`config.mk`:
```
export PLATFORM = sky130hd
export DESIGN_NAME = ramp_crossing_sweep_tracker_unit
export DESIGN_NICKNAME = d
export VERILOG_FILES = /design/src/rcst_pkg.sv /design/src/rcst_controller.sv /design/src/rcst_datapath.sv /design/src/ramp_crossing_sweep_tracker_unit.sv
export VERILOG_INCLUDE_DIRS = /design/src /design/src/src
export SDC_FILE = /design/constraint.sdc
export NUM_CORES = 1
export LEC_CHECK = 0
export ABC_AREA = 1
export BUFFER_PORTS_ARGS = -buffer_cell sky130_fd_sc_hd__buf_4
export CORE_UTILIZATION = 58
export CTS_BUF_LIST = sky130_fd_sc_hd__clkbuf_2 sky130_fd_sc_hd__clkbuf_4 sky130_fd_sc_hd__clkbuf_8
export CTS_CLUSTER_DIAMETER = 50
export CTS_CLUSTER_SIZE = 30
export DETAILED_ROUTE_END_ITERATION = 7
export PLACE_DENSITY_LB_ADDON = 0.08
export SLEW_MARGIN = 20
export SYNTH_ARGS = -nofsm -noshare
export SYNTH_HDL_FRONTEND = slang
export SYNTH_HIERARCHICAL = 1
export SYNTH_SLANG_ARGS = --single-unit
```
`constraint.sdc`:
```
create_clock -name clk -period 19.4 [get_ports clk]
set_input_delay 1.94 -clock clk [delete_from_list [all_inputs] [get_ports clk]]
set_output_delay 1.94 -clock clk [all_outputs]
set_load 0.03 [all_outputs]
```
`src/ramp_crossing_sweep_tracker_unit_defines.svh`:
```
// Assertion macros used by the block's datapath.
`ifndef RAMP_CROSSING_SWEEP_TRACKER_UNIT_DEFINES_SVH
`define RAMP_CROSSING_SWEEP_TRACKER_UNIT_DEFINES_SVH

// Check a condition at every clock edge out of reset.
`define RCST_ASSERT(lbl, prop, msg) \
	lbl: assert property (@(posedge clk) disable iff (!arst_n) (prop)) else $error(msg);

// Check that an antecedent implies a consequent in the same cycle.
`define RCST_ASSERT_IMP(lbl, ante, cons, msg) \
	lbl: assert property (@(posedge clk) disable iff (!arst_n) (ante) |-> (cons)) \
		else $error(msg);

`endif

```
`src/rcst_pkg.sv`:
```
`timescale 1ns / 1ps
package rcst_pkg;

	localparam int MAX_HITS = 8;
	localparam int HIT_CNT_W = $clog2(MAX_HITS + 1);

	localparam logic [15:0] LOOKAHEAD_RST = 16'd2304;
	localparam logic signed [31:0] ORIGIN_RST = -32'sd256;
	localparam logic signed [31:0] SCAN_MAX = 32'sh7FFF_FFFF;

	typedef enum logic [1:0] {
		KIND_SCAN  = 2'd0,
		KIND_HIT   = 2'd1,
		KIND_SWEEP = 2'd2
	} kind_t;

	typedef enum logic [2:0] {
		ST_IDLE,
		ST_SCAN,
		ST_FLAGS,
		ST_OUT_SCAN,
		ST_OUT_HIT,
		ST_OUT_SWEEP
	} state_t;

	typedef struct packed {
		logic  load_in;
		logic  calc_scan;
		logic  calc_flags;
		logic  emit;
		kind_t sel;
	} cmd_t;

	typedef struct packed {
		logic out_free;
		logic has_hits;
		logic last_hit;
		logic has_sweep;
	} stat_t;

endpackage

```
`src/rcst_controller.sv`:
```
`timescale 1ns / 1ps
module rcst_controller (
	input  logic           clk,
	input  logic           arst_n,
	input  logic           in_valid,
	output logic           in_ready,
	input  rcst_pkg::stat_t stat,
	output rcst_pkg::cmd_t  cmd
);
	import rcst_pkg::*;

	state_t state_q;
	state_t state_d;

	always_ff @(posedge clk or negedge arst_n) begin
		if (!arst_n) begin
			state_q <= ST_IDLE;
		end else begin
			state_q <= state_d;
		end
	end

	always_comb begin
		state_d = state_q;
		unique case (state_q)
			ST_IDLE: begin
				if (in_valid) state_d = ST_SCAN;
			end
			ST_SCAN: state_d = ST_FLAGS;
			ST_FLAGS: state_d = ST_OUT_SCAN;
			ST_OUT_SCAN: begin
				if (stat.out_free) begin
					if (stat.has_hits) state_d = ST_OUT_HIT;
					else if (stat.has_sweep) state_d = ST_OUT_SWEEP;
					else state_d = ST_IDLE;
				end
			end
			ST_OUT_HIT: begin
				if (stat.out_free && stat.last_hit) begin
					state_d = stat.has_sweep ? ST_OUT_SWEEP : ST_IDLE;
				end
			end
			ST_OUT_SWEEP: begin
				if (stat.out_free) state_d = ST_IDLE;
			end
			default: state_d = ST_IDLE;
		endcase
	end

	always_comb begin
		in_ready       = 1'b0;
		cmd.load_in    = 1'b0;
		cmd.calc_scan  = 1'b0;
		cmd.calc_flags = 1'b0;
		cmd.emit       = 1'b0;
		cmd.sel        = KIND_SCAN;
		unique case (state_q)
			ST_IDLE: begin
				in_ready    = 1'b1;
				cmd.load_in = in_valid;
			end
			ST_SCAN: cmd.calc_scan = 1'b1;
			ST_FLAGS: cmd.calc_flags = 1'b1;
			ST_OUT_SCAN: begin
				cmd.emit = stat.out_free;
				cmd.sel  = KIND_SCAN;
			end
			ST_OUT_HIT: begin
				cmd.emit = stat.out_free;
				cmd.sel  = KIND_HIT;
			end
			ST_OUT_SWEEP: begin
				cmd.emit = stat.out_free;
				cmd.sel  = KIND_SWEEP;
			end
			default: ;
		endcase
	end

endmodule

```
`src/rcst_datapath.sv`:
```
`timescale 1ns / 1ps
`include "ramp_crossing_sweep_tracker_unit_defines.svh"
module rcst_datapath (
	input  logic                clk,
	input  logic                arst_n,
	input  logic                cfg_we,
	input  logic [15:0]         cfg_wdata,
	input  logic signed [31:0]  ramp_ms,
	input  logic                end_of_block,
	input  rcst_pkg::cmd_t      cmd,
	output rcst_pkg::stat_t     stat,
	input  logic                out_ready,
	output logic                out_valid,
	output logic [1:0]          kind,
	output logic signed [31:0]  scan_position,
	output logic signed [23:0]  crossed_ms,
	output logic signed [31:0]  sweep_start,
	output logic signed [31:0]  sweep_end,
	output logic                hits_truncated,
	output logic                last
);
	import rcst_pkg::*;

	logic [15:0]          lookahead_q;
	logic signed [31:0]   ramp_q;
	logic                 eob_q;
	logic signed [31:0]   scan_q;
	logic signed [31:0]   prev_ramp_q;
	logic                 prev_ramp_valid_q;
	logic signed [31:0]   prev_scan_q;
	logic                 prev_scan_valid_q;
	logic signed [31:0]   origin_q;
	logic [HIT_CNT_W-1:0] hit_cnt_q;
	logic signed [23:0]   cur_ms_q;
	logic                 trunc_q;
	logic                 has_sweep_q;
	logic signed [31:0]   sw_start_q;
	logic signed [31:0]   sw_end_q;

	logic                 out_valid_q;
	kind_t                kind_q;
	logic signed [31:0]   scan_out_q;
	logic signed [23:0]   crossed_q;
	logic signed [31:0]   start_out_q;
	logic signed [31:0]   end_out_q;
	logic                 trunc_out_q;
	logic                 last_q;

	logic [32:0]          scan_sum;
	logic                 scan_sat;
	logic                 rose;
	logic signed [24:0]   ms_diff;
	logic                 too_many;
	logic                 wrap;
	logic                 eob_sweep;
	logic                 out_free;
	logic signed [23:0]   next_ms;

	assign scan_sum = {ramp_q[31], ramp_q} + {17'd0, lookahead_q};
	assign scan_sat = !scan_sum[32] && scan_sum[31];
	assign rose     = prev_ramp_valid_q && (ramp_q > prev_ramp_q);
	assign ms_diff  = $signed({ramp_q[31], ramp_q[31:8]})
		- $signed({prev_ramp_q[31], prev_ramp_q[31:8]});
	assign too_many = ms_diff > $signed(25'(MAX_HITS));
	assign wrap      = prev_scan_valid_q && (scan_q < prev_scan_q);
	assign eob_sweep = eob_q && !wrap && (origin_q < scan_q);
	assign out_free  = !out_valid_q || out_ready;
	assign next_ms   = cur_ms_q + 24'sd1;

	assign stat.out_free  = out_free;
	assign stat.has_hits  = hit_cnt_q != '0;
	assign stat.last_hit  = hit_cnt_q == HIT_CNT_W'(1);
	assign stat.has_sweep = has_sweep_q;

	always_ff @(posedge clk or negedge arst_n) begin
		if (!arst_n) begin
			lookahead_q <= LOOKAHEAD_RST;
		end else if (cfg_we) begin
			lookahead_q <= cfg_wdata;
		end
	end

	// capture item and per-item work values
	always_ff @(posedge clk) begin
		if (cmd.load_in) begin
			ramp_q <= ramp_ms;
			eob_q  <= end_of_block;
		end
		if (cmd.calc_scan) begin
			scan_q   <= scan_sat ? SCAN_MAX : $signed(scan_sum[31:0]);
			cur_ms_q <= prev_ramp_q[31:8];
			trunc_q  <= rose && too_many;
		end else if (cmd.emit && cmd.sel == KIND_HIT) begin
			cur_ms_q <= next_ms;
		end
		if (cmd.calc_flags) begin
			sw_start_q <= origin_q;
			sw_end_q   <= wrap ? prev_scan_q : scan_q;
		end
	end

	// running state across items
	always_ff @(posedge clk or negedge arst_n) begin
		if (!arst_n) begin
			prev_ramp_q       <= '0;
			prev_ramp_valid_q <= 1'b0;
			prev_scan_q       <= '0;
			prev_scan_valid_q <= 1'b0;
			origin_q          <= ORIGIN_RST;
			hit_cnt_q         <= '0;
			has_sweep_q       <= 1'b0;
		end else begin
			if (cmd.calc_scan) begin
				if (!rose) hit_cnt_q <= '0;
				else if (too_many) hit_cnt_q <= HIT_CNT_W'(MAX_HITS);
				else hit_cnt_q <= ms_diff[HIT_CNT_W-1:0];
			end else if (cmd.emit && cmd.sel == KIND_HIT) begin
				hit_cnt_q <= hit_cnt_q - HIT_CNT_W'(1);
			end
			if (cmd.calc_flags) begin
				has_sweep_q       <= wrap || eob_sweep;
				prev_ramp_q       <= ramp_q;
				prev_ramp_valid_q <= 1'b1;
				prev_scan_q       <= scan_q;
				prev_scan_valid_q <= 1'b1;
				if (wrap || eob_q) origin_q <= scan_q;
			end
		end
	end

	// output register
	always_ff @(posedge clk or negedge arst_n) begin
		if (!arst_n) begin
			out_valid_q <= 1'b0;
		end else if (cmd.emit) begin
			out_valid_q <= 1'b1;
		end else if (out_ready) begin
			out_valid_q <= 1'b0;
		end
	end

	always_ff @(posedge clk) begin
		if (cmd.emit) begin
			kind_q      <= cmd.sel;
			scan_out_q  <= '0;
			crossed_q   <= '0;
			start_out_q <= '0;
			end_out_q   <= '0;
			trunc_out_q <= 1'b0;
			last_q      <= 1'b1;
			unique case (cmd.sel)
				KIND_SCAN: begin
					scan_out_q <= scan_q;
					last_q     <= (hit_cnt_q == '0) && !has_sweep_q;
				end
				KIND_HIT: begin
					crossed_q   <= next_ms;
					trunc_out_q <= trunc_q;
					last_q      <= (hit_cnt_q == HIT_CNT_W'(1)) && !has_sweep_q;
				end
				KIND_SWEEP: begin
					start_out_q <= sw_start_q;
					end_out_q   <= sw_end_q;
				end
				default: ;
			endcase
		end
	end

	assign out_valid      = out_valid_q;
	assign kind           = kind_q;
	assign scan_position  = scan_out_q;
	assign crossed_ms     = crossed_q;
	assign sweep_start    = start_out_q;
	assign sweep_end      = end_out_q;
	assign hits_truncated = trunc_out_q;
	assign last           = last_q;

	`RCST_ASSERT(a_hit_cap, hit_cnt_q <= HIT_CNT_W'(MAX_HITS), "hit count above cap")
	`RCST_ASSERT_IMP(a_emit_free, cmd.emit, out_free, "result loaded over a waiting one")
	`RCST_ASSERT_IMP(a_hit_left, cmd.emit && cmd.sel == KIND_HIT, hit_cnt_q != '0,
		"hit emitted with none left")
	`RCST_ASSERT_IMP(a_sweep_last, out_valid_q && kind_q == KIND_SWEEP, last_q,
		"sweep not marked last")

endmodule

```
`src/ramp_crossing_sweep_tracker_unit.sv`:
```
// Ramp crossing sweep tracker.
// Input channel in_valid/in_ready carries ramp_ms (signed, 8 fraction bits) and
// end_of_block. Output channel out_valid/out_ready carries one result item at a
// time: kind, scan_position, crossed_ms, sweep_start, sweep_end, hits_truncated
// and last, which marks the final result of an input item.
// cfg_we/cfg_wdata write the lookahead register; write it only
// while the block is idle.
// Each item yields 1 to 10 results: the scan position, up to eight crossing
// hits, and at most one sweep. The first result is loaded into the output
// register after the capture, scan and compare steps; the rest follow one per
// cycle while the receiver takes them. The next item is accepted in the cycle
// after the last result is loaded. The controller's sequence is capture, scan,
// compare and one emit step per result.
// A stalled receiver holds the output register and the controller waits.
// Reset clears the history, sets the sweep origin to -1 ms and the lookahead
// to 9 ms.
`timescale 1ns / 1ps
module ramp_crossing_sweep_tracker_unit (
	input  logic               clk,
	input  logic               arst_n,
	input  logic               cfg_we,
	input  logic [15:0]        cfg_wdata,
	input  logic               in_valid,
	output logic               in_ready,
	input  logic signed [31:0] ramp_ms,
	input  logic               end_of_block,
	output logic               out_valid,
	input  logic               out_ready,
	output logic [1:0]         kind,
	output logic signed [31:0] scan_position,
	output logic signed [23:0] crossed_ms,
	output logic signed [31:0] sweep_start,
	output logic signed [31:0] sweep_end,
	output logic               hits_truncated,
	output logic               last
);
	import rcst_pkg::*;

	cmd_t  cmd;
	stat_t stat;

	rcst_controller u_ctrl (
		.clk      (clk),
		.arst_n   (arst_n),
		.in_valid (in_valid),
		.in_ready (in_ready),
		.stat     (stat),
		.cmd      (cmd)
	);

	rcst_datapath u_dp (
		.clk            (clk),
		.arst_n         (arst_n),
		.cfg_we         (cfg_we),
		.cfg_wdata      (cfg_wdata),
		.ramp_ms        (ramp_ms),
		.end_of_block   (end_of_block),
		.cmd            (cmd),
		.stat           (stat),
		.out_ready      (out_ready),
		.out_valid      (out_valid),
		.kind           (kind),
		.scan_position  (scan_position),
		.crossed_ms     (crossed_ms),
		.sweep_start    (sweep_start),
		.sweep_end      (sweep_end),
		.hits_truncated (hits_truncated),
		.last           (last)
	);

endmodule

```
* Word-level counts from Yosys, hierarchy flattened
Cells that the tools add are included.
** Storage, ports and cells
- Flip-flop bits (word level) :: 400
- Bits in latches :: 0
- RAM bits :: 0
- Bits in read-only memories :: 0
- Input bits :: 54
- Word-level logic and storage cells :: 90
- Memories kept :: 0
** Operators by class
- Add/sub/neg operators :: 4
- Multipliers :: 0
- Divide/modulo/power cells :: 0
- Order comparisons :: 4
- Eq/ne operators :: 12
- Shift operators :: 0
- Multiplexer cells :: 22
- Bitwise operators :: 0
- Reduce and logical (&&, ||, !) cells :: 25
** Operators by type and width (count)
- < comparator 32 bit :: 2
- two-way mux 24 bit :: 2
- adder 32 x 17 -> 33 bit :: 1
- greater-than comparator 32 bit :: 1
- two-way mux 32 bit :: 1
- greater-than comparator 25 x 5 -> 1 bit (second input constant) :: 1
- subtractor 24 x 24 -> 25 bit :: 1
- adder 24 x 2 -> 24 bit (second input constant) :: 1
- two-way mux 3 bit :: 6
- one-hot mux 3 bit (6 select lines) :: 1
- two-way mux 4 bit :: 4
- logical AND 1 bit :: 10
- one-hot mux 3 bit (3 select lines) :: 1
- equality test 3 x 2 -> 1 bit (second input constant) :: 2
- equality test 3 bit (second input constant) :: 2
- two-way mux 1 bit :: 6
- != test 2 x 1 -> 1 bit (second input constant) :: 3
- equality test 4 x 1 -> 1 bit (second input constant) :: 1
- logical NOT 1 bit :: 4
- logical NOT 4 bit :: 1
- AND reduction 4 bit :: 1
- nonzero test 2 bit :: 2
- nonzero test 4 bit :: 1
- subtractor 4 x 1 -> 4 bit (second input constant) :: 1
- other kinds (9) :: 11

* Depth between registers and ports, before layout
Gate-level depths: netlist (run 1).
- Depth in word-level cells :: 7
- Mapped depth :: 22

* Hierarchy
The synthesis (run 1) kept the hierarchy.
** Modules (own cells, without submodules)
- rcst_datapath :: times used 1, cells each 2025, area each 19713.9 um2
- rcst_controller :: times used 1, cells each 44, area each 259.0 um2

* Worst setup path after synthesis (run 1)
Ideal clock, no wire load.
- Path kind :: in2reg
- Start :: input port out_ready
- End :: register u_dp.hit_cnt_q[0]
- Setup time :: 0.127 ns
- Arrival :: 10.558 ns
- Required time :: 19.273 ns
- Setup slack :: 8.715 ns
- Stages :: 10
- Path buffers :: 1
- Cells stage by stage :: inv_1 > nand2_1 > buf_4 > inv_1 > a21oi_1 > inv_1 > o21ai_1 > inv_1 > a21oi_1 > a21oi_1
** RTL lines
- start, declared :: line ramp_crossing_sweep_tracker_unit.sv:28 : input logic out_ready,
- end signal, assigned :: line rcst_datapath.sv:115 : else if (too_many) hit_cnt_q <= HIT_CNT_W'(MAX_HITS);
- end signal, assigned :: line rcst_datapath.sv:116 : else hit_cnt_q <= ms_diff[HIT_CNT_W-1:0];
- end signal, assigned :: line rcst_datapath.sv:118 : hit_cnt_q <= hit_cnt_q - HIT_CNT_W'(1);
- end, declared :: line rcst_datapath.sv:33 : logic [HIT_CNT_W-1:0] hit_cnt_q;

==> results of run 1 <==
[per-layer routing]
metal / wire length, um / vias to the layer above
met2: 19840 / 355
met4: 1042 / 0
met1: 19330 / 6507
met5: 0 / -
li1: - / 7110
met3: 1934 / 61
[worst max-delay path, cell delays in order]
cell and delay, ns:
buf_4 0.07, inv_1 0.03, nand2_1 0.10, inv_1 0.09, a21oi_4 0.12, buf_4 0.52, buf_4 0.81
[worst min-delay path by stage]
stage / end / depth (start not counted) / startpoint
6_report: u_dp/origin_q[8] / 2 / u_dp/origin_q[8]
4_1_cts: u_dp/origin_q[13] / 2 / u_dp/origin_q[13]
5_1_grt: u_dp/origin_q[22] / 2 / u_dp/origin_q[22]
3_5_place_dp: u_dp/sw_start_q[0] / 0 / u_dp/origin_q[0]
2_1_floorplan: u_dp/prev_scan_valid_q / 2 / u_dp/prev_scan_valid_q
3_3_place_gp: u_dp/sw_start_q[6] / 0 / u_dp/origin_q[6]
[logic make-up after synthesis]
group / count (synthesis) / synth area share (%)
xor+xnor: 47 / 2.061
compound gates: 253 / 6.778
flops: 400 / 57.24
buf+inv: 380 / 7.417
fa+ha+maj: 117 / 7.405
simple gates: 857 / 18.25
mux: 15 / 0.8457
[state kept, by name (all words and copies together), names as in the netlist, 24 cells and up]
register            count
u_dp/crossed_ms        24
u_dp/sweep_start       32
u_dp/sw_end_q          32
u_dp/prev_scan_q       32
u_dp/sw_start_q        32
u_dp/origin_q          32
u_dp/ramp_q            32
u_dp/prev_ramp_q       32
u_dp/cur_ms_q          24
u_dp/scan_q            32
u_dp/scan_position     32
u_dp/sweep_end         32
[final cells by class]
cell class                      count  area, sq um  share of cell area [%]
Timing Repair Buffer              190         1439                   6.374
Sequential cell                   400        11430                   50.65
Inverter                          324         1216                   5.387
Multi-Input combinational cell   1289         7108                   31.49
Tap cell                          448        560.5                   2.483
Clock buffer                       43        560.5                   2.483
Clock inverter                     24        256.5                   1.136
[cell usage in the layout, fill, tap and decap left out, types with 10 or more instances in the layout]
master,n
mux2_2,15
o21ai_0,139
a21oi_1,74
nor2_1,190
edfxtp_1,278
clkbuf_8,38
xnor2_1,18
xor2_1,29
nand4_1,22
dfrtp_1,96
ha_1,115
nand2_1,477
nand2_2,13
nor2_2,10
dfstp_2,26
inv_1,316
nand3_1,90
nor3_1,16
buf_4,189
[power by group through the flow]
stage	clock, mW	combinational, mW	sequential, mW
2_1_floorplan	0	1.07	1.74
3_3_place_gp	0	1.68	1.58
3_5_place_dp	0	1.72	1.59
4_1_cts	0.545	1.73	1.57
5_1_grt	0.572	1.95	1.61
6_report	0.528	1.73	1.57
[metrics by stage]
stage          util (%)  total power, mW  instances
2_1_floorplan         -            2.804       2069
3_3_place_gp      64.53            3.258       2651
3_5_place_dp      64.55            3.311       2651
4_1_cts           66.97            3.845       2718
5_1_grt           66.99            4.134       2718
6_report          66.99            3.825       2718
==> reports/qor.csv, run 1 <==
stage,metric,value,unit
clock_tree,clockBufferDepth,3,
detailed_routing,via_per_inst,5.163,
worst_setup_path,crit_end,u_dp/scan_position[6],
floorplanning,die_width,187.6,um
worst_setup_path,cp.required,19.58,ns
logic_synthesis,yosysWarnings,6,
logic_synthesis,synthArstFlopShare,30.50,%
worst_setup_path,cp_max_fo,79,
clock_tree,cts.sinks,400,
sta,clock_skew,0.05319,ns
detailed_routing,first_pass_iters,7,
finish,final_nets,2413,
clock_tree,clock_latency,0.59,ns
logic_synthesis,ys_ff_latch,400,
worst_setup_path,crit_start,out_ready,
worst_setup_path,critPathArrivalTime,3.79,ns
placement,place.gp.congestion,0.9214,
logic_synthesis,yosysMostFrequentCell,nand2_1,
grt,grt_overflow,0,
worst_setup_path,reg2reg_to,u_dp/sw_end_q[6],
pwr,net-switching-power,1.674,mW
outcome,outcome,finished clean,
sta,grt_setup_unrepaired,no,
grt,use_met1,33.76,%
detailed_routing,drtAntennaViolNets,0,
sta,tightestPinTransition,1.008,ns
worst_setup_path,critical_path_class,in2reg,
logic_synthesis,synthesis.nets,2240,
placement,numPortBuffers,179,
floorplanning,io_pins,180,
worst_setup_path,timing.rr.start,u_dp/scan_q[31],
grt,grt_pass1_vias,13710,
clock_tree,cts_setup_buffers,0,
pwr,vdd_drop_max,0.09513,mV
clock_tree,root_buffer,clkbuf_8,
pwr,p_leak,10.34,nW
sta,period_share,18.57,%
worst_setup_path,worst_setup_path_end_kind,flip-flop,
logic_synthesis,syn_area,0.01997,sq mm
pwr,internal-power,2.151,mW
logic_synthesis,synth_edf_count,278,
sta,slew_headroom,32.78,%
logic_synthesis,syn_inst,2069,
finish,finalInstanceArea,0.02257,sq mm
logic_synthesis,synth.avg_cell_area,9.653,sq um
pwr,clock_power_share,13.8,%
grt,grt_pass1_wl,68830,um
finish,syn2layout_area_growth,13.02,%
grt,track_usage,24.49,%
pwr,combinationalPowerShare,45.2,%
finish,drive_above_1_share,15.95,%
sta,tns,0,ns
grt,top_usage_layer,met2,
logic_synthesis,yosysSeqAreaShare,57.24,%
worst_setup_path,r2r_slack,16.46,ns
grt,grt_max_degree,227,
logic_synthesis,synth_common_cells,"nand2_1, inv_1, edfxtp_1",
sta,worst_slack,15.80,ns
placement,dp.final_hpwl,31200,um
logic_synthesis,synth_top_area_cell,edfxtp_1,
grt,met2_usage,40.90,%
pwr,switching_share,43.77,%
sta,holdWs,0.4832,ns
floorplanning,die_h,187.6,um
clock_tree,cts_htree_levels,2,
detailed_routing,drtIter0Drc,908,
logic_synthesis,synthTopCellsByArea,"edfxtp_1, dfrtp_1, nand2_1",
detailed_routing,vias,14030,
clock_tree,cts_made_buffers,37,
floorplanning,initial_utilization,59.27,%
clock_tree,cts_tree,built,
placement,placed_area,0.02175,sq mm
clock_tree,ctsHoldBuffers,0,
sta,finalHoldViolCount,0,
placement,pre_cts_ws,15.22,ns
detailed_routing,wirelength,42150,um
sta,fmax,277.6,MHz
clock_tree,cts-resized-gates,0,
worst_setup_path,ff2ff_path_depth,9,
logic_synthesis,synthFlopType,edfxtp_1,
floorplanning,die_area,0.03518,sq mm
sta,finalCriticalPeriod,3.602,ns
sta,setup_viol,0,
finish,num-fill-cells,2729,
logic_synthesis,ys_types,53,
floorplanning,num_rows,67,
grt,grt_util_met3,3.163,%
worst_hold_path,hp-class,reg2reg,
grt,antenna_found_initial,0,
logic_synthesis,synth_top_area_share,41.80,%
pwr,p_per_area,169.5,mW/mm^2
finish,diodes,0,
run,cap_violations,0,
detailed_routing,wl_per_cell,15.51,um
detailed_routing,drc,0,
pwr,seq_power_share,41.0,%
worst_setup_path,cp-start-kind,primary input,
clock_tree,clkSlewWorstSetupHoldPaths,0.11,ns
sta,slew_viol_final,0,
floorplanning,core,0.03370,sq mm
No activity file was read; power rests on OpenSTA's default activity.
==> inputs of run 2 (changes only) <==
--- a/config.mk
+++ b/config.mk
@@ -6,7 +6,7 @@
 export SDC_FILE = /design/constraint.sdc
 export NUM_CORES = 1
 export LEC_CHECK = 0
-export ABC_AREA = 1
+export ABC_AREA = 0
 export BUFFER_PORTS_ARGS = -buffer_cell sky130_fd_sc_hd__buf_4
 export CORE_UTILIZATION = 58
 export CTS_BUF_LIST = sky130_fd_sc_hd__clkbuf_2 sky130_fd_sc_hd__clkbuf_4 sky130_fd_sc_hd__clkbuf_8
==> constraint.sdc (replaced) <==
create_clock -name clk -period 3.45 [get_ports clk]
set_input_delay 0.345 -clock clk [delete_from_list [all_inputs] [get_ports clk]]
set_output_delay 0.345 -clock clk [all_outputs]
set_load 0.03 [all_outputs]
==> run 2 against run 1 <==
Synthesized cell count decreased by 19%. First-iteration DRC count is 11% lower. Total power grew to 5.7 times the previous value. Synthesized area decreased by 2.6%. Global-route usage increased by 1.3 points. Utilization is 3.0 points higher. Non-clock buffer count increased by 89. Critical path depth rose by 6. Combinational power rose to 5.7 times the previous value. Register-to-register slack worse by 16 ns.
==> reports/qor.csv, run 2 <==
stage,metric,value,unit
detailed_routing,wl_per_cell,17.80,um
grt,antenna_found_initial,0,
pwr,net-switching-power,8.976,mW
logic_synthesis,synth_edf_count,278,
finish,final_nets,2101,
sta,tightestPinTransition,1.073,ns
run,cap_violations,0,
detailed_routing,wirelength,42740,um
logic_synthesis,synthTopCellsByArea,"edfxtp_1, dfrtp_1, ha_1",
clock_tree,clock_latency,0.59,ns
pwr,vdd_drop_max,0.5269,mV
placement,numPortBuffers,179,
detailed_routing,via_per_inst,5.434,
placement,dp.final_hpwl,30950,um
placement,placed_area,0.02151,sq mm
sta,fmax,308.6,MHz
logic_synthesis,synthesis.nets,1850,
grt,grt_max_degree,127,
logic_synthesis,syn_inst,1679,
finish,finalInstanceArea,0.02295,sq mm
worst_setup_path,ff2ff_path_depth,13,
pwr,seq_power_share,40.2,%
worst_setup_path,crit_end,u_dp/hit_cnt_q[0],
grt,grt_pass1_wl,68360,um
floorplanning,die_area,0.03427,sq mm
pwr,clock_power_share,14.5,%
logic_synthesis,yosysWarnings,6,
finish,final_common_cell,edfxtp_1,
floorplanning,core,0.03278,sq mm
logic_synthesis,synth_top_area_cell,edfxtp_1,
sta,clock_skew,0.03279,ns
detailed_routing,first_pass_iters,7,
worst_setup_path,reg2reg_to,u_dp/hit_cnt_q[0],
detailed_routing,drtAntennaViolNets,0,
logic_synthesis,ys_ff_latch,400,
outcome,outcome,finished clean,
worst_setup_path,worst_setup_path_end_kind,flip-flop,
finish,diodes,0,
sta,slew_viol_final,0,
sta,period_share,93.92,%
logic_synthesis,synth_top_area_share,42.93,%
finish,layout_common_cells,"edfxtp_1, buf_4, nand2_1",
placement,pre_cts_ws,0.03112,ns
sta,holdWs,0.1735,ns
worst_setup_path,critPathArrivalTime,3.73,ns
clock_tree,root_buffer,clkbuf_8,
worst_setup_path,cp_max_fo,3,
grt,grt_pass1_vias,12950,
detailed_routing,drc,0,
detailed_routing,drtIter0Drc,804,
logic_synthesis,ys_types,74,
clock_tree,clockBufferDepth,3,
grt,grt_overflow,0,
logic_synthesis,synthFlopType,edfxtp_1,
finish,syn2layout_area_growth,18.03,%
placement,place.gp.congestion,0.8945,
logic_synthesis,synth_common_cells,"edfxtp_1, nand2_1, o21ai_0",
pwr,internal-power,12.87,mW
sta,setup_viol,0,
floorplanning,num_rows,66,
floorplanning,io_pins,180,
pwr,p_per_area,951.5,mW/mm^2
sta,worst_slack,0.2099,ns
floorplanning,die_width,185.1,um
pwr,p_leak,9.428,nW
worst_setup_path,timing.rr.start,u_dp/ramp_q[8],
finish,utilization,70.02,%
logic_synthesis,synth.avg_cell_area,11.58,sq um
worst_setup_path,crit_start,u_dp/ramp_q[8],
worst_setup_path,critical_path_class,reg2reg,
logic_synthesis,synthArstFlopShare,30.50,%
worst_setup_path,cp.required,3.94,ns
logic_synthesis,syn_area,0.01945,sq mm
floorplanning,die_h,185.1,um
finish,instances_no_fill,2401,
sta,finalHoldViolCount,0,
worst_hold_path,hp-class,in2reg,
finish,drive_above_1_share,20.93,%
sta,slew_headroom,28.46,%
worst_setup_path,cp-start-kind,flip-flop,
placement,dpl.cell_count,2281,
sta,finalCriticalPeriod,3.240,ns
worst_setup_path,r2r_slack,0.21,ns
clock_tree,clkSlewWorstSetupHoldPaths,0.10,ns
pwr,combinationalPowerShare,45.3,%
logic_synthesis,yosysSeqAreaShare,58.79,%
clock_tree,cts_htree_levels,2,
clock_tree,cts.sinks,400,
grt,track_usage,25.81,%
clock_tree,cts_made_buffers,37,
detailed_routing,vias,13050,
pwr,switching_share,41.10,%
logic_synthesis,yosysMostFrequentCell,edfxtp_1,
clock_tree,cts_tree,built,
floorplanning,initial_utilization,59.32,%
## run 2: cell count changes after synthesis, sizes merged, moves of 11 or more
cell    delta
a21o      +27
and2      +93
and3      +12
clkbuf    +11
inv      -202
mux2      +36
nand2    -320
nand2b    +17
nand3     -67
nor2     -129
nor2b     +25
nor3      +22
xnor2     +12
## run 2: logic make-up (layout without fill, tap and decap cells)
family	Yosys count	count (layout)	share of synthesized area, %
simple gates	530	530	13.69
flops	400	400	58.79
compound gates	336	336	10.52
buf+inv	189	469	3.886
fa+ha+maj	117	117	7.605
mux	56	56	3.210
xor+xnor	51	51	2.297
## run 2: worst min-delay path by stage
stage	startpoint	to	slack, ns	cells after the start
finish	cfg_we	u_dp/lookahead_q[1]	0.17	3
global route	cfg_we	u_dp/lookahead_q[1]	0.16	3
CTS	cfg_we	u_dp/lookahead_q[1]	0.12	2
detailed placement	u_dp/origin_q[5]	u_dp/sw_start_q[5]	0.48	0
global placement	u_dp/origin_q[2]	u_dp/sw_start_q[2]	0.46	0
floorplan	arst_n	u_ctrl/state_q[0]	0.05	0
## run 2: final cells by class
| class | instances | area [sq um] |
|---|---|---|
| sequential | 400 | 11430 |
| timing repair buffer | 279 | 2282 |
| clock inverter | 29 | 354.1 |
| multi-input combinational | 1090 | 7348 |
| clock buffer | 39 | 524.3 |
| inverter | 122 | 457.9 |
| tap | 442 | 553.0 |
| fill | 2391 | 9829 |
## run 2: worst max-delay path, stage by stage, from the launching register on
cell      delay [ns]
edfxtp_1        0.36
inv_1           0.05
ha_1            0.23
fa_1            0.42
xor2_1          0.23
nand3_1         0.16
a221oi_2        0.29
a31oi_1         0.08
a211oi_1        0.20
and4_1          0.22
nand4_1         0.14
o31ai_4         0.25
or3b_1          0.37
a21oi_1         0.15
## run 2: power by group through the flow
stage	clock, mW	combinational, mW	sequential (mW)
6_report	3.17	9.89	8.79
5_1_grt	3.42	11.0	8.99
4_1_cts	3.26	9.85	8.77
3_5_place_dp	0	9.74	8.87
3_3_place_gp	0	9.56	8.81
2_1_floorplan	0	5.64	9.73
## run 2: what timing repair did
action,in CTS,in global routing
setup endpoints to repair,1,28
pin swaps,0,5
hold endpoints to repair,104,0
hold buffers,50,0
buffers inserted,0,2
resized for setup,2,13
## run 2: metrics by stage
stage	setup TNS [ns]	total power, mW
after global routing	-0.04266	23.36
after floorplan	-8.021	15.37
final	0	21.84
after CTS	0	21.87
after global placement	0	18.37
after detailed placement	0	18.61
## run 2: routing by layer
metal	global-route usage [%]	vias up	routed length, um	share of wire [%]
li1	-	6475	-	-
met1	35.49	6172	19650	46
met2	43.02	332	20090	47
met3	3.362	68	1909	4.5
met4	7.339	0	1085	2.5
met5	0	-	0	0
==> inputs of run 3 (changes only) <==
--- a/config.mk
+++ b/config.mk
@@ -8,11 +8,12 @@
 export LEC_CHECK = 0
 export ABC_AREA = 0
 export BUFFER_PORTS_ARGS = -buffer_cell sky130_fd_sc_hd__buf_4
-export CORE_UTILIZATION = 58
+export CORE_UTILIZATION = 55
 export CTS_BUF_LIST = sky130_fd_sc_hd__clkbuf_2 sky130_fd_sc_hd__clkbuf_4 sky130_fd_sc_hd__clkbuf_8
 export CTS_CLUSTER_DIAMETER = 50
 export CTS_CLUSTER_SIZE = 30
 export DETAILED_ROUTE_END_ITERATION = 7
+export GPL_ROUTABILITY_DRIVEN = 0
 export PLACE_DENSITY_LB_ADDON = 0.08
 export SLEW_MARGIN = 20
 export SYNTH_ARGS = -nofsm -noshare
==> run 3 against run 2 <==
Critical path depth fell by 2. Clock-buffer cell count is 4 higher. Sequential cell count stayed put. Die area increased by 5.4%. Highest routed layer unchanged. Via count shrank 0.46%. Utilization decreased by 4.1 points. Fmax is 1.1% lower. Register-to-register slack got worse by 0.03 ns. Global-route usage decreased by 2.7 points.
==> reports/qor.csv, run 3 (synthesis gave the netlist of run 2 again) <==
stage,metric,value,unit
placement,dp.final_hpwl,29510,um
floorplanning,die_area,0.03612,sq mm
grt,grt_overflow,0,
finish,num-fill-cells,2678,
detailed_routing,top_layer,met4,
clock_tree,clockBufferDepth,3,
clock_tree,clock_latency,0.57,ns
worst_setup_path,r2r_slack,0.18,ns
sta,slew_headroom,32.98,%
clock_tree,root_buffer,clkbuf_8,
floorplanning,die_width,190.0,um
sta,finalHoldViolCount,0,
grt,grt_pass1_wl,65840,um
detailed_routing,drtAntennaViolNets,0,
worst_setup_path,critical_path_class,reg2reg,
worst_setup_path,reg2reg_to,u_dp/hit_cnt_q[1],
worst_setup_path,crit_start,u_dp/ramp_q[14],
placement,pre_cts_ws,-0.004774,ns
pwr,vdd_drop_max,0.5728,mV
detailed_routing,drc,0,
finish,final_common_cell,edfxtp_1,
floorplanning,die_h,190.0,um
detailed_routing,wl_per_cell,17.30,um
detailed_routing,first_pass_iters,5,
floorplanning,core,0.03463,sq mm
pwr,p_leak,9.372,nW
finish,drive_above_1_share,20.32,%
clock_tree,cts_tree,built,
grt,antenna_found_initial,0,
finish,multi_input_area,0.007326,sq mm
sta,finalCriticalPeriod,3.274,ns
floorplanning,initial_utilization,56.16,%
worst_setup_path,ff2ff_path_depth,11,
worst_setup_path,worst_setup_path_end_kind,flip-flop,
clock_tree,cts_htree_levels,2,
placement,dpl.cell_count,2281,
finish,syn2layout_area_growth,17.40,%
sta,worst_slack,0.1755,ns
floorplanning,num_rows,68,
detailed_routing,vias,12990,
sta,grt_setup_unrepaired,no,
sta,clock_skew,0.02926,ns
outcome,outcome,finished clean,
clock_tree,cts_made_buffers,38,
sta,period_share,94.91,%
grt,grt_max_degree,127,
detailed_routing,met3_length,1769,um
finish,layout_common_cells,"edfxtp_1, buf_4, nand2_1",
finish,final_nets,2081,
worst_setup_path,crit_end,u_dp/hit_cnt_q[1],
finish,diodes,0,
detailed_routing,drtIter0Drc,851,
sta,setup_viol,0,
sta,holdWs,0.03062,ns
sta,tns,0,ns
grt,track_usage,23.09,%
sta,tightestPinTransition,1.005,ns
detailed_routing,wirelength,41410,um
clock_tree,clkSlewWorstSetupHoldPaths,0.09,ns
worst_hold_path,hp-class,in2reg,
worst_setup_path,cp-start-kind,flip-flop,
pwr,p_per_area,950.5,mW/mm^2
worst_setup_path,cp_max_fo,10,
detailed_routing,routedLengthMet1,19440,um
sta,fmax,305.4,MHz
finish,seq_area,0.01143,sq mm
sta,slew_viol_final,0,
worst_setup_path,cp.required,3.92,ns
run,cap_violations,0,
clock_tree,cts.sinks,400,
finish,instances_no_fill,2394,
grt,grt_pass1_vias,12480,
pwr,finalPower,21.70,mW
floorplanning,io_pins,180,
detailed_routing,via_per_inst,5.425,
detailed_routing,routed-wl-met2,19270,um
worst_setup_path,timing.rr.start,u_dp/ramp_q[14],
placement,numPortBuffers,179,
worst_setup_path,critPathArrivalTime,3.74,ns
==> run 3: cell types whose count changed in the layout (fill, tap and decap cells not counted), moves of 2 or more <==
cell           change
buf_4             -16
clkbuf_8           +4
clkinvlp_4         -5
dlygate4sd3_1      -7
inv_12             -4
inv_6              -2
inv_8              +4
==> run 3: critical path: stages (launching register included) <==
cell      delay [ns]
edfxtp_1        0.44
ha_1            0.44
a211o_1         0.31
a21oi_2         0.20
nand2_1         0.09
o22ai_2         0.28
o211a_1         0.22
xor2_1          0.20
o21ai_0         0.20
o31ai_2         0.30
or3b_1          0.37
a21oi_1         0.15
==> run 3: worst min path at each step <==
| stage | from | to | slack [ns] | cells past startpoint |
|---|---|---|---|---|
| 2_1_floorplan | arst_n | u_ctrl/state_q[0] | 0.05 | 0 |
| 3_3_place_gp | arst_n | u_dp/prev_ramp_q[0] | 0.24 | 1 |
| 3_5_place_dp | arst_n | u_dp/lookahead_q[5] | 0.24 | 1 |
| 4_1_cts | cfg_wdata[5] | u_dp/lookahead_q[5] | 0.001 | 2 |
| 5_1_grt | cfg_wdata[12] | u_dp/lookahead_q[12] | 0.002 | 2 |
| 6_report | cfg_wdata[7] | u_dp/lookahead_q[7] | 0.03 | 2 |
==> run 3: routing by layer <==
metal,vias up,track usage [%]
met5,-,0
met4,0,6.234
met3,64,2.804
met2,329,37.28
met1,6155,33.08
li1,6439,-
==> run 3: area by class of cell <==
class	count	area share (%)
clock inverter	26	1.491
sequential	400	50.08
timing repair buffer	258	9.300
multi-input combinational	1090	32.09
clock buffer	43	2.537
tap	455	2.494
inverter	122	2.006
==> run 3: per-stage QoR <==
stage	cell area [sq um]	utilization (%)
after floorplan	19470	-
after global placement	21440	61.91
after detailed placement	21440	61.91
after global routing	22830	65.93
final	22830	65.93
after CTS	22780	65.79
==> run 3: power by group <==
part / total, mW / internal [mW] / switching, mW
combinational: 9.66 / 3.62 / 6.04
clock: 3.28 / 1.48 / 1.80
sequential: 8.76 / 7.79 / 0.968
==> run 3: repair_timing <==
item / in CTS / in global routing
hold endpoints to repair: 81 / 1
hold buffers: 42 / 1
gates resized for setup: 1 / 10
setup buffers: 0 / 1
pin swaps: 0 / 3
setup endpoints to repair: 1 / 33
